<file path="src/rtl/lee_pkg.sv">
`default_nettype none

package lee_pkg;

    localparam int LINE_DEPTH = 64;
    localparam int ADDR_W     = $clog2(LINE_DEPTH);
    localparam int CNT_W      = $clog2(LINE_DEPTH + 1);
    localparam int CHAR_W     = 8;
    localparam int LEN_W      = 7;
    localparam int CFG_IDX_W  = 2;

    typedef logic [CFG_IDX_W-1:0] cfg_idx_t;

    localparam cfg_idx_t REG_ERASE    = 2'd0;
    localparam cfg_idx_t REG_KILL     = 2'd1;
    localparam cfg_idx_t REG_LINE_END = 2'd2;

    localparam logic [CHAR_W-1:0] ERASE_RESET    = 8'd35;
    localparam logic [CHAR_W-1:0] KILL_RESET     = 8'd64;
    localparam logic [CHAR_W-1:0] LINE_END_RESET = 8'd10;

    typedef enum logic [1:0] {
        ST_IDLE,
        ST_EMIT,
        ST_EMPTY
    } state_t;

    typedef struct packed {
        logic accept;
        logic start_emit;
        logic issue_rd;
        logic load_char;
        logic load_empty;
    } cmd_t;

    typedef struct packed {
        logic flush_req;
        logic line_empty;
        logic rd_pending;
        logic rd_more;
        logic out_free;
    } status_t;

endpackage

`default_nettype wire

</file>
<file path="src/rtl/lee_ram.sv">
`default_nettype none

module lee_ram #(
    parameter int WIDTH = 8,
    parameter int DEPTH = 64
) (
    input  wire logic                     clk,
    input  wire logic                     we,
    input  wire logic [$clog2(DEPTH)-1:0] waddr,
    input  wire logic [WIDTH-1:0]         wdata,
    input  wire logic                     re,
    input  wire logic [$clog2(DEPTH)-1:0] raddr,
    output logic      [WIDTH-1:0]         rdata
);

    logic [WIDTH-1:0] mem [DEPTH];

    always_ff @(posedge clk)
    begin
        if (we)
        begin
            mem[waddr] <= wdata;
        end
        if (re)
        begin
            rdata <= mem[raddr];
        end
    end

endmodule

`default_nettype wire

</file>
<file path="src/rtl/lee_ctrl.sv">
`default_nettype none

module lee_ctrl (
    input  wire logic             clk,
    input  wire logic             rst_n,
    input  wire logic             in_valid,
    input  wire lee_pkg::status_t sts,
    output logic                  in_stall,
    output lee_pkg::cmd_t         cmd
);

    lee_pkg::state_t state_reg;
    lee_pkg::state_t state_next;

    always_ff @(posedge clk or negedge rst_n)
    begin
        if (!rst_n)
        begin
            state_reg <= lee_pkg::ST_IDLE;
        end
        else
        begin
            state_reg <= state_next;
        end
    end

    always_comb
    begin
        state_next = state_reg;
        in_stall   = 1'b1;
        cmd        = '0;
        case (state_reg)
            lee_pkg::ST_IDLE:
            begin
                in_stall = 1'b0;
                if (in_valid)
                begin
                    cmd.accept = 1'b1;
                    if (sts.flush_req)
                    begin
                        cmd.start_emit = 1'b1;
                        state_next = sts.line_empty ? lee_pkg::ST_EMPTY : lee_pkg::ST_EMIT;
                    end
                end
            end
            lee_pkg::ST_EMIT:
            begin
                // A pending read is moved to the output as soon as the output
                // register frees up, and the next read is issued in the same
                // cycle so the line drains one character per cycle while the output is not stalled.
                cmd.load_char = sts.rd_pending && sts.out_free;
                cmd.issue_rd  = sts.rd_more && (!sts.rd_pending || cmd.load_char);
                if (cmd.load_char && !sts.rd_more)
                begin
                    state_next = lee_pkg::ST_IDLE;
                end
            end
            lee_pkg::ST_EMPTY:
            begin
                if (sts.out_free)
                begin
                    cmd.load_empty = 1'b1;
                    state_next = lee_pkg::ST_IDLE;
                end
            end
            default:
            begin
                state_next = lee_pkg::ST_IDLE;
            end
        endcase
    end

endmodule

`default_nettype wire

</file>
<file path="src/rtl/lee_dp.sv">
`default_nettype none

module lee_dp (
    input  wire logic                          clk,
    input  wire logic                          rst_n,
    input  wire logic                          cfg_we,
    input  wire lee_pkg::cfg_idx_t             cfg_index,
    input  wire logic [lee_pkg::CHAR_W-1:0]    cfg_data,
    input  wire logic [lee_pkg::CHAR_W-1:0]    in_char,
    input  wire logic                          end_of_input,
    input  wire logic                          out_stall,
    input  wire lee_pkg::cmd_t                 cmd,
    output lee_pkg::status_t                   sts,
    output logic                               out_valid,
    output logic      [lee_pkg::CHAR_W-1:0]    out_char,
    output logic                               char_valid,
    output logic      [lee_pkg::LEN_W-1:0]     line_length,
    output logic                               line_overflowed,
    output logic                               last
);

    logic [lee_pkg::CHAR_W-1:0] erase_reg, erase_next;
    logic [lee_pkg::CHAR_W-1:0] kill_reg, kill_next;
    logic [lee_pkg::CHAR_W-1:0] line_end_reg, line_end_next;

    logic [lee_pkg::CNT_W-1:0] fill_reg, fill_next;
    logic                      started_reg, started_next;
    logic                      ovf_reg, ovf_next;

    logic [lee_pkg::CNT_W-1:0] emit_len_reg, emit_len_next;
    logic                      emit_ovf_reg, emit_ovf_next;
    logic [lee_pkg::CNT_W-1:0] rd_idx_reg, rd_idx_next;
    logic                      rd_pending_reg, rd_pending_next;

    logic                      out_valid_reg, out_valid_next;
    logic [lee_pkg::CHAR_W-1:0] out_char_reg, out_char_next;
    logic                      char_valid_reg, char_valid_next;
    logic [lee_pkg::CNT_W-1:0] out_len_reg, out_len_next;
    logic                      out_ovf_reg, out_ovf_next;
    logic                      last_reg, last_next;

    logic                      ram_we;
    logic [lee_pkg::CHAR_W-1:0] ram_rdata;
    logic                      store_full;

    lee_ram #(
        .WIDTH (lee_pkg::CHAR_W),
        .DEPTH (lee_pkg::LINE_DEPTH)
    ) u_store (
        .clk   (clk),
        .we    (ram_we),
        .waddr (fill_reg[lee_pkg::ADDR_W-1:0]),
        .wdata (in_char),
        .re    (cmd.issue_rd),
        .raddr (rd_idx_reg[lee_pkg::ADDR_W-1:0]),
        .rdata (ram_rdata)
    );

    assign store_full = (fill_reg == lee_pkg::CNT_W'(lee_pkg::LINE_DEPTH));

    assign sts.flush_req  = end_of_input ? started_reg : (in_char == line_end_reg);
    assign sts.line_empty = (fill_reg == '0);
    assign sts.rd_pending = rd_pending_reg;
    assign sts.rd_more    = (rd_idx_reg != emit_len_reg);
    assign sts.out_free   = !out_valid_reg || !out_stall;

    always_comb
    begin
        erase_next    = erase_reg;
        kill_next     = kill_reg;
        line_end_next = line_end_reg;
        if (cfg_we)
        begin
            case (cfg_index)
                lee_pkg::REG_ERASE:    erase_next    = cfg_data;
                lee_pkg::REG_KILL:     kill_next     = cfg_data;
                lee_pkg::REG_LINE_END: line_end_next = cfg_data;
                default:               ;
            endcase
        end
    end

    // Line editing. Line end wins over erase, and erase over kill.
    always_comb
    begin
        fill_next     = fill_reg;
        started_next  = started_reg;
        ovf_next      = ovf_reg;
        emit_len_next = emit_len_reg;
        emit_ovf_next = emit_ovf_reg;
        ram_we        = 1'b0;
        if (cmd.start_emit)
        begin
            emit_len_next = fill_reg;
            emit_ovf_next = ovf_reg;
            fill_next     = '0;
            started_next  = 1'b0;
            ovf_next      = 1'b0;
        end
        else if (cmd.accept && !end_of_input)
        begin
            started_next = 1'b1;
            if (in_char == erase_reg)
            begin
                if (fill_reg != '0)
                begin
                    fill_next = fill_reg - lee_pkg::CNT_W'(1);
                end
            end
            else if (in_char == kill_reg)
            begin
                fill_next = '0;
                ovf_next  = 1'b0;
            end
            else if (!store_full)
            begin
                ram_we    = 1'b1;
                fill_next = fill_reg + lee_pkg::CNT_W'(1);
            end
            else
            begin
                ovf_next = 1'b1;
            end
        end
    end

    always_comb
    begin
        rd_idx_next     = rd_idx_reg;
        rd_pending_next = rd_pending_reg;
        if (cmd.start_emit)
        begin
            rd_idx_next     = '0;
            rd_pending_next = 1'b0;
        end
        else
        begin
            if (cmd.issue_rd)
            begin
                rd_idx_next = rd_idx_reg + lee_pkg::CNT_W'(1);
            end
            rd_pending_next = cmd.issue_rd || (rd_pending_reg && !cmd.load_char);
        end
    end

    // The output register holds one word until it is taken.
    always_comb
    begin
        out_valid_next  = out_valid_reg && out_stall;
        out_char_next   = out_char_reg;
        char_valid_next = char_valid_reg;
        out_len_next    = out_len_reg;
        out_ovf_next    = out_ovf_reg;
        last_next       = last_reg;
        if (cmd.load_char)
        begin
            out_valid_next  = 1'b1;
            out_char_next   = ram_rdata;
            char_valid_next = 1'b1;
            out_len_next    = emit_len_reg;
            out_ovf_next    = emit_ovf_reg;
            last_next       = !sts.rd_more;
        end
        else if (cmd.load_empty)
        begin
            out_valid_next  = 1'b1;
            out_char_next   = '0;
            char_valid_next = 1'b0;
            out_len_next    = '0;
            out_ovf_next    = emit_ovf_reg;
            last_next       = 1'b1;
        end
    end

    always_ff @(posedge clk or negedge rst_n)
    begin
        if (!rst_n)
        begin
            erase_reg      <= lee_pkg::ERASE_RESET;
            kill_reg       <= lee_pkg::KILL_RESET;
            line_end_reg   <= lee_pkg::LINE_END_RESET;
            fill_reg       <= '0;
            started_reg    <= 1'b0;
            ovf_reg        <= 1'b0;
            rd_idx_reg     <= '0;
            rd_pending_reg <= 1'b0;
            out_valid_reg  <= 1'b0;
        end
        else
        begin
            erase_reg      <= erase_next;
            kill_reg       <= kill_next;
            line_end_reg   <= line_end_next;
            fill_reg       <= fill_next;
            started_reg    <= started_next;
            ovf_reg        <= ovf_next;
            rd_idx_reg     <= rd_idx_next;
            rd_pending_reg <= rd_pending_next;
            out_valid_reg  <= out_valid_next;
        end
    end

    always_ff @(posedge clk)
    begin
        emit_len_reg   <= emit_len_next;
        emit_ovf_reg   <= emit_ovf_next;
        out_char_reg   <= out_char_next;
        char_valid_reg <= char_valid_next;
        out_len_reg    <= out_len_next;
        out_ovf_reg    <= out_ovf_next;
        last_reg       <= last_next;
    end

    assign out_valid       = out_valid_reg;
    assign out_char        = out_char_reg;
    assign char_valid      = char_valid_reg;
    assign line_length     = lee_pkg::LEN_W'(out_len_reg);
    assign line_overflowed = out_ovf_reg;
    assign last            = last_reg;

endmodule

`default_nettype wire

</file>
<file path="src/rtl/line_editor_erase_kill.sv">
// Channel   Handshake             Word
// input     in_valid / in_stall   in_char, end_of_input
// output    out_valid / out_stall out_char, char_valid, line_length, line_overflowed, last
// config    cfg_we                cfg_index, cfg_data
//
// An ordinary, erase or kill character, or an end of input that flushes nothing,
// is taken without stalling the input. A line flush streams one character per cycle,
// while the output is not stalled, from the registered-read line store, and holds the
// input until its last character is loaded; an empty line gives one word with char_valid low.
// A stall on the output pauses the drain without losing or repeating a word.
// Reset loads the default erase, kill and line-end codes and empties the line.
`default_nettype none

module line_editor_erase_kill (
    input  wire logic                          clk,
    input  wire logic                          rst_n,
    input  wire logic                          cfg_we,
    input  wire lee_pkg::cfg_idx_t             cfg_index,
    input  wire logic [lee_pkg::CHAR_W-1:0]    cfg_data,
    input  wire logic                          in_valid,
    output logic                               in_stall,
    input  wire logic [lee_pkg::CHAR_W-1:0]    in_char,
    input  wire logic                          end_of_input,
    output logic                               out_valid,
    input  wire logic                          out_stall,
    output logic      [lee_pkg::CHAR_W-1:0]    out_char,
    output logic                               char_valid,
    output logic      [lee_pkg::LEN_W-1:0]     line_length,
    output logic                               line_overflowed,
    output logic                               last
);

    lee_pkg::cmd_t    cmd;
    lee_pkg::status_t sts;

    lee_ctrl u_ctrl (
        .clk      (clk),
        .rst_n    (rst_n),
        .in_valid (in_valid),
        .sts      (sts),
        .in_stall (in_stall),
        .cmd      (cmd)
    );

    lee_dp u_dp (
        .clk             (clk),
        .rst_n           (rst_n),
        .cfg_we          (cfg_we),
        .cfg_index       (cfg_index),
        .cfg_data        (cfg_data),
        .in_char         (in_char),
        .end_of_input    (end_of_input),
        .out_stall       (out_stall),
        .cmd             (cmd),
        .sts             (sts),
        .out_valid       (out_valid),
        .out_char        (out_char),
        .char_valid      (char_valid),
        .line_length     (line_length),
        .line_overflowed (line_overflowed),
        .last            (last)
    );

endmodule

`default_nettype wire

</file>
<file path="config.mk">
export PLATFORM = sky130hd
export DESIGN_NAME = line_editor_erase_kill
export DESIGN_NICKNAME = d
export VERILOG_FILES = /design/src/rtl/lee_pkg.sv /design/src/rtl/lee_ram.sv /design/src/rtl/lee_ctrl.sv /design/src/rtl/lee_dp.sv /design/src/rtl/line_editor_erase_kill.sv
export SDC_FILE = /design/constraint.sdc
export NUM_CORES = 1
export LEC_CHECK = 0
export CAP_MARGIN = 20
export CORE_MARGIN = 1
export CORE_UTILIZATION = 30
export DETAILED_ROUTE_END_ITERATION = 16
export DONT_BUFFER_PORTS = 1
export HOLD_SLACK_MARGIN = 0.12
export SLEW_MARGIN = 20
export SYNTH_ARGS = -nofsm -noshare
export SYNTH_HDL_FRONTEND = slang
export SYNTH_SLANG_ARGS = --single-unit
export TNS_END_PERCENT = 100
</file>
<file path="constraint.sdc">
create_clock -name clk -period 3.5 [get_ports clk]
set_input_delay 0.7 -clock clk [delete_from_list [all_inputs] [get_ports clk]]
set_output_delay 0.7 -clock clk [all_outputs]
set_load 0.05 [all_outputs]
</file>
==> flow_metrics.tcl, run 1 <==
set metrics [dict create \
    outcome "finished, final reports clean" \
    ys_seq_area_share_pct 74.6 \
    cts_resized 0 \
    path_clk_slew_ps 60 \
    ys.flop_type "edfxtp_1" \
    cts_hold_buffers 2 \
    core_area_um2 77300 \
    crit_type "register to register" \
    reg2reg_depth 7 \
    place_hpwl_um 33200 \
    path_delay_family "simple AND/OR/NAND/NOR gates" \
    place.gp.congestion 0.779 \
    finalWirelength_um 55100 \
    synth_fp_nets 1178 \
    globalRouteOverflowTotal 0 \
    finalNetCount 1277 \
    ys_async_sr_fraction_pct 7.46 \
    antenna_found_initial 1 \
    power_density_nw_per_um2 732 \
    min_from "in_char[4]" \
    ys_top_cells_by_area "edfxtp_1 (70%), mux4_2 (15%), dfrtp_1 (4.1%)" \
    crit_path_end "u_dp.u_store.mem[40][4]" \
    yosysTopAreaCellShare_pct 69.8 \
    worst-path-buf-inv 1 \
    reg2reg_to "u_dp.u_store.mem[40][4]" \
    num_io_pins 44 \
    start_util_pct 30.3 \
    place_area_um2 25300 \
    top_register "u_dp.u_store.mem" \
    worstHoldPathType "primary input to register" \
    drt_pass1_iterations 5 \
    yosysUniqueCellTypes 52 \
    worstSetupStartpointType "register" \
    crit_arrival_ps 3460 \
    cp.required_ps 3810 \
    worst_slack_ps 355 \
    hold_viol_final 0 \
    clock_skew_ps 47.8 \
    maxSlewViolCount 0 \
    synth-edff-count 545 \
    crit_path_cell_trace "or3_1, or3_1, nand2_1, nor4_4, nand2_1, nor2_1, buf_4" \
    drc 0 \
    postRouteAntennaNets 0 \
    postCtsSetupBuffers 0 \
    maxCapViolCount 0 \
    diodes 0 \
    place_ws_ps 429 \
    rsz0062_at_grt "false" \
    timing.final.crit_share_pct 89.9 \
    synth_area_per_cell_um2 20.4 \
    largest_register_ffs 512 \
    drt-wirelength-per-cell_um 23.6 \
    drtIter0Drc 1030 \
    cp.depth 7 \
    die_x_um 282 \
    fin_area_um2 27300 \
    track_usage_pct 14.1 \
    leakage_nw 8.63 \
    clock.fmax_ghz 0.318 \
    synth_top_cell_by_area "edfxtp_1" \
    vias 11558 \
    reg2reg_from "u_dp.fill_reg[5]" \
    cts.sinks 590 \
    cts_tree "yes" \
    grt_pass1_wl_um 82200 \
    hold_slack_ps 151 \
    end_kind "register" \
    numCtsBuffers 59 \
    grt_start_max_net_pins 68 \
    die_y_um 282 \
    grt_pass1_vias 11996 \
    std_cell_rows 102 \
    ys_ff_latch 590 \
    slew_headroom_pct 39.1 \
    areaGrowthSynthToFinish_pct 16.5 \
    root_buffer "clkbuf_16" \
    drive_gt1_share_pct 29.5 \
    clock_latency_ps 650 \
    crit_fanout 15 \
    syn_inst 1150 \
    via_per_inst 4.95 \
    final.min_clock_period_ps 3140 \
    setup-violations-final 0 \
    worst_slew_pin_slew_ps 911 \
    ir_drop_mv 0.422 \
    netlist_area_um2 23400 \
    critical-path-slowest-cell "dfrtp_1" \
    port_buffers 0 \
    synth_warnings 0 \
    critical_path.max_stage_delay_ps 610 \
    clk_path_buf_depth 3 \
    die_area_um2 79300 \
    finish.utilization_pct 35.3 \
    fin_tns_setup_ps 0 \
    worstSetupStartpoint "u_dp.fill_reg[5]" \
    htreeDepth 2 \
    r2r_slack_ps 360 \
]
layout make-up:
cell class,instances,area [µm²]
flip-flops and latches,590,17500
clock inverters,45,423
inverters,8,30.0
well taps,1040,1300
repair buffers,98,858
fillers,7205,50000
multi-input cells,492,5670
clock buffers,64,1520
cells by family (layout without fill, tap and decap cells):
| group | count (synthesis) | count (layout) | synth area share, % |
|---|---|---|---|
| fa+ha+maj | 4 | 4 | 0.214 |
| compound gates | 61 | 61 | 1.82 |
| mux | 183 | 183 | 16.2 |
| simple gates | 207 | 207 | 4.45 |
| flops | 590 | 590 | 74.6 |
| xor+xnor | 37 | 37 | 1.38 |
| buf+inv | 68 | 215 | 1.28 |
stage by stage:
stage | std cells | power [mW]
finish | 2337 | 20.0
global route | 2337 | 20.7
CTS | 2337 | 20.2
detailed placement | 2226 | 13.8
global placement | 2226 | 13.8
floorplan | 1150 | 12.2
cell usage after synthesis, types with 8 or more instances:
| library cell | n |
|---|---|
| edfxtp_1 | 545 |
| mux4_2 | 155 |
| nor2_1 | 90 |
| dfrtp_1 | 38 |
| clkbuf_1 | 37 |
| nand2_1 | 27 |
| mux2_2 | 26 |
| xnor2_1 | 20 |
| a22oi_1 | 17 |
| and2_1 | 17 |
| xor2_1 | 17 |
| buf_2 | 15 |
| nand3_1 | 13 |
| a21oi_1 | 12 |
| nand4_1 | 12 |
| o21ai_0 | 10 |
| nor2b_1 | 9 |
| inv_1 | 8 |
| nand3b_1 | 8 |
worst min-delay path by stage:
stage	to	slack, ps	depth (start not counted)
finish	u_dp.u_store.mem[30][4]	150	0
global route	u_dp.u_store.mem[27][7]	140	0
CTS	u_dp.u_store.mem[22][5]	130	0
detailed placement	u_dp.kill_reg[4]	410	0
global placement	u_dp.kill_reg[4]	410	0
floorplan	u_ctrl.state_reg[0]	400	0
routing by layer:
metal | GRT usage [%] | wire (µm) | vias to the layer above
li1 | - | - | 4900
met1 | 19.4 | 23600 | 6174
met2 | 22.7 | 26600 | 400
met3 | 2.76 | 3770 | 84
met4 | 3.90 | 1130 | 0
met5 | 0 | 0 | -
cell usage in the layout (no fill, tap or decap), drive strengths merged, types with 5 or more instances in the layout:
master | synthesis | final
and2 | 18 | 18
nand3b | 8 | 8
xnor2 | 20 | 20
buf | 23 | 97
inv | 8 | 9
nor2 | 90 | 90
nor2b | 9 | 9
clkbuf | 37 | 64
dfstp | 6 | 6
a22oi | 17 | 17
nor3b | 7 | 7
o21ai | 10 | 10
dfrtp | 38 | 38
edfxtp | 545 | 545
mux2 | 26 | 26
clkinv | 0 | 33
xor2 | 17 | 17
a21oi | 12 | 12
mux4 | 155 | 155
nor3 | 5 | 5
nand3 | 13 | 13
nand2 | 27 | 27
nand4 | 12 | 12
bufinv | 0 | 8
o31ai | 5 | 5
and3 | 6 | 6
where the power goes:
group	total [mW]	internal, mW	leakage [nW]	switching, mW
Combinational	4.67	2.32	2.23	2.34
Clock	6.34	3.69	0.947	2.65
Sequential	8.97	8.13	5.45	0.838
Note: power is estimated with default switching activity, not from simulation.
==> run 2: changes to the inputs <==
--- a/config.mk
+++ b/config.mk
@@ -6,11 +6,12 @@
 export NUM_CORES = 1
 export LEC_CHECK = 0
 export CAP_MARGIN = 20
-export CORE_MARGIN = 1
+export CORE_ASPECT_RATIO = 1.75
 export CORE_UTILIZATION = 30
 export DETAILED_ROUTE_END_ITERATION = 16
 export DONT_BUFFER_PORTS = 1
 export HOLD_SLACK_MARGIN = 0.12
+export REMOVE_ABC_BUFFERS = 1
 export SLEW_MARGIN = 20
 export SYNTH_ARGS = -nofsm -noshare
 export SYNTH_HDL_FRONTEND = slang
==> run 2 against run 1 <==
Compared with the run above: design area decreased by 1.7%; sequential power fell by 0.9%; final cell count shrank 2.9%; setup slack got worse by 74 ps; largest power group unchanged; clock-buffer cell count fell by 3; worst hold slack improved by 60 ps; total power is 0.87% lower; die area about the same.
==> flow_metrics.tcl, run 2 (synthesized netlist as in run 1, its figures left out) <==
set metrics [dict create \
    drc 0 \
    layout_commonest_cell "edfxtp_1" \
    total_power_mw 19.8 \
    numCtsBuffers 51 \
    die_y_um 372 \
    diodes 0 \
    die_x_um 213 \
    root_buffer "clkbuf_16" \
    antenna_found_initial 0 \
    maxSlewViolCount 0 \
    final_cell_mix "edfxtp_1 (545), mux4_2 (155), nor2_1 (89)" \
    place_ws_ps 220 \
    slew_headroom_pct 37.5 \
    start_util_pct 30.3 \
    crit_fanout 10 \
    place_hpwl_um 36700 \
    drt_pass1_iterations 5 \
    final.min_clock_period_ps 3220 \
    setup-violations-final 0 \
    outcome "finished, final reports clean" \
    rsz0062_at_grt "false" \
    clock.fmax_ghz 0.311 \
    cp.required_ps 3710 \
    grt_pass1_wl_um 81700 \
    place.gp.congestion 0.858 \
    fin_tns_setup_ps 0 \
    cts.sinks 590 \
    worst_slack_ps 281 \
    drt-wirelength-per-cell_um 24.3 \
    path_clk_slew_ps 70 \
    htreeDepth 2 \
    track_usage_pct 14.2 \
    timing.final.crit_share_pct 92.0 \
    via_per_inst 4.90 \
    clk_path_buf_depth 3 \
    cts_resized 0 \
    cts_hold_buffers 2 \
    finalNetCount 1230 \
    clock_latency_ps 590 \
    place_area_um2 25000 \
    finish.utilization_pct 34.7 \
    drive_gt1_share_pct 27.2 \
    crit_arrival_ps 3430 \
    die_area_um2 79300 \
    num_io_pins 44 \
    postRouteAntennaNets 0 \
    hold_slack_ps 211 \
    maxCapViolCount 0 \
    core_area_um2 77400 \
    worstHoldPathType "primary input to register" \
    worstSetupStartpointType "register" \
    grt_pass1_vias 11870 \
    top_register "u_dp.u_store.mem" \
    dp_cells 2174 \
    crit_type "register to register" \
    globalRouteOverflowTotal 0 \
    largest_register_ffs 512 \
    port_buffers 0 \
    grt_start_max_net_pins 68 \
    power_density_nw_per_um2 738 \
    drtIter0Drc 804 \
    leakage_nw 8.34 \
    fin_area_um2 26800 \
    std_cell_rows 135 \
    postCtsSetupBuffers 0 \
    areaGrowthSynthToFinish_pct 14.5 \
    cts_tree "yes" \
    final_cells 2270 \
    vias 11122 \
    finalWirelength_um 55200 \
    ir_drop_mv 0.694 \
    hold_viol_final 0 \
    worst_slew_pin_slew_ps 935 \
    end_kind "register" \
    clock_skew_ps 18.2 \
]
==> run 2: layout make-up <==
class,count,area (µm²)
flip-flops and latches,590,17500
clock inverters,33,457
inverters,8,30.0
well taps,1027,1280
clock buffers,61,1360
multi-input cells,492,5660
repair buffers,59,541
fillers,7304,50500
==> run 2: critical path, cell delays in order (launching register included) <==
cell,delay (ps)
dfrtp_1,480
inv_1,150
ha_1,210
nand2b_1,100
or3_1,210
nand2_1,140
nor4_4,410
nand3_1,190
buf_4,230
nor2_1,710
==> run 2: layer usage <==
layer  up-vias  share of wire, %  global-route usage [%]
li1       4801                 -                       -
met4         0               4.2                    6.33
met2       273                57                    27.6
met5         -                 0                       0
met3       105               3.7                    1.87
met1      5943                35                    15.0
==> run 2: power breakdown <==
| part | switching (mW) | internal, mW |
|---|---|---|
| Combinational | 2.47 | 2.30 |
| Clock | 2.56 | 3.59 |
| Sequential | 0.762 | 8.13 |
| Total | 5.79 | 14.0 |
==> run 2: final timing paths <==
check / start / endpoint / slack [ps] / cells after the start
setup / recovery: u_dp.fill_reg[1] / u_dp.u_store.mem[61][7] / 280 / 9
hold / removal: in_char[2] / u_dp.u_store.mem[42][2] / 210 / 0
setup reg to reg: u_dp.fill_reg[1] / u_dp.u_store.mem[61][7] / 280 / 9
hold reg to reg: u_dp.started_reg / u_dp.started_reg / 510 / 2
max in group asynchronous: rst_n / u_dp.erase_reg[1] / 2590 / 2
min in group asynchronous: rst_n / u_dp.rd_idx_reg[4] / 640 / 2
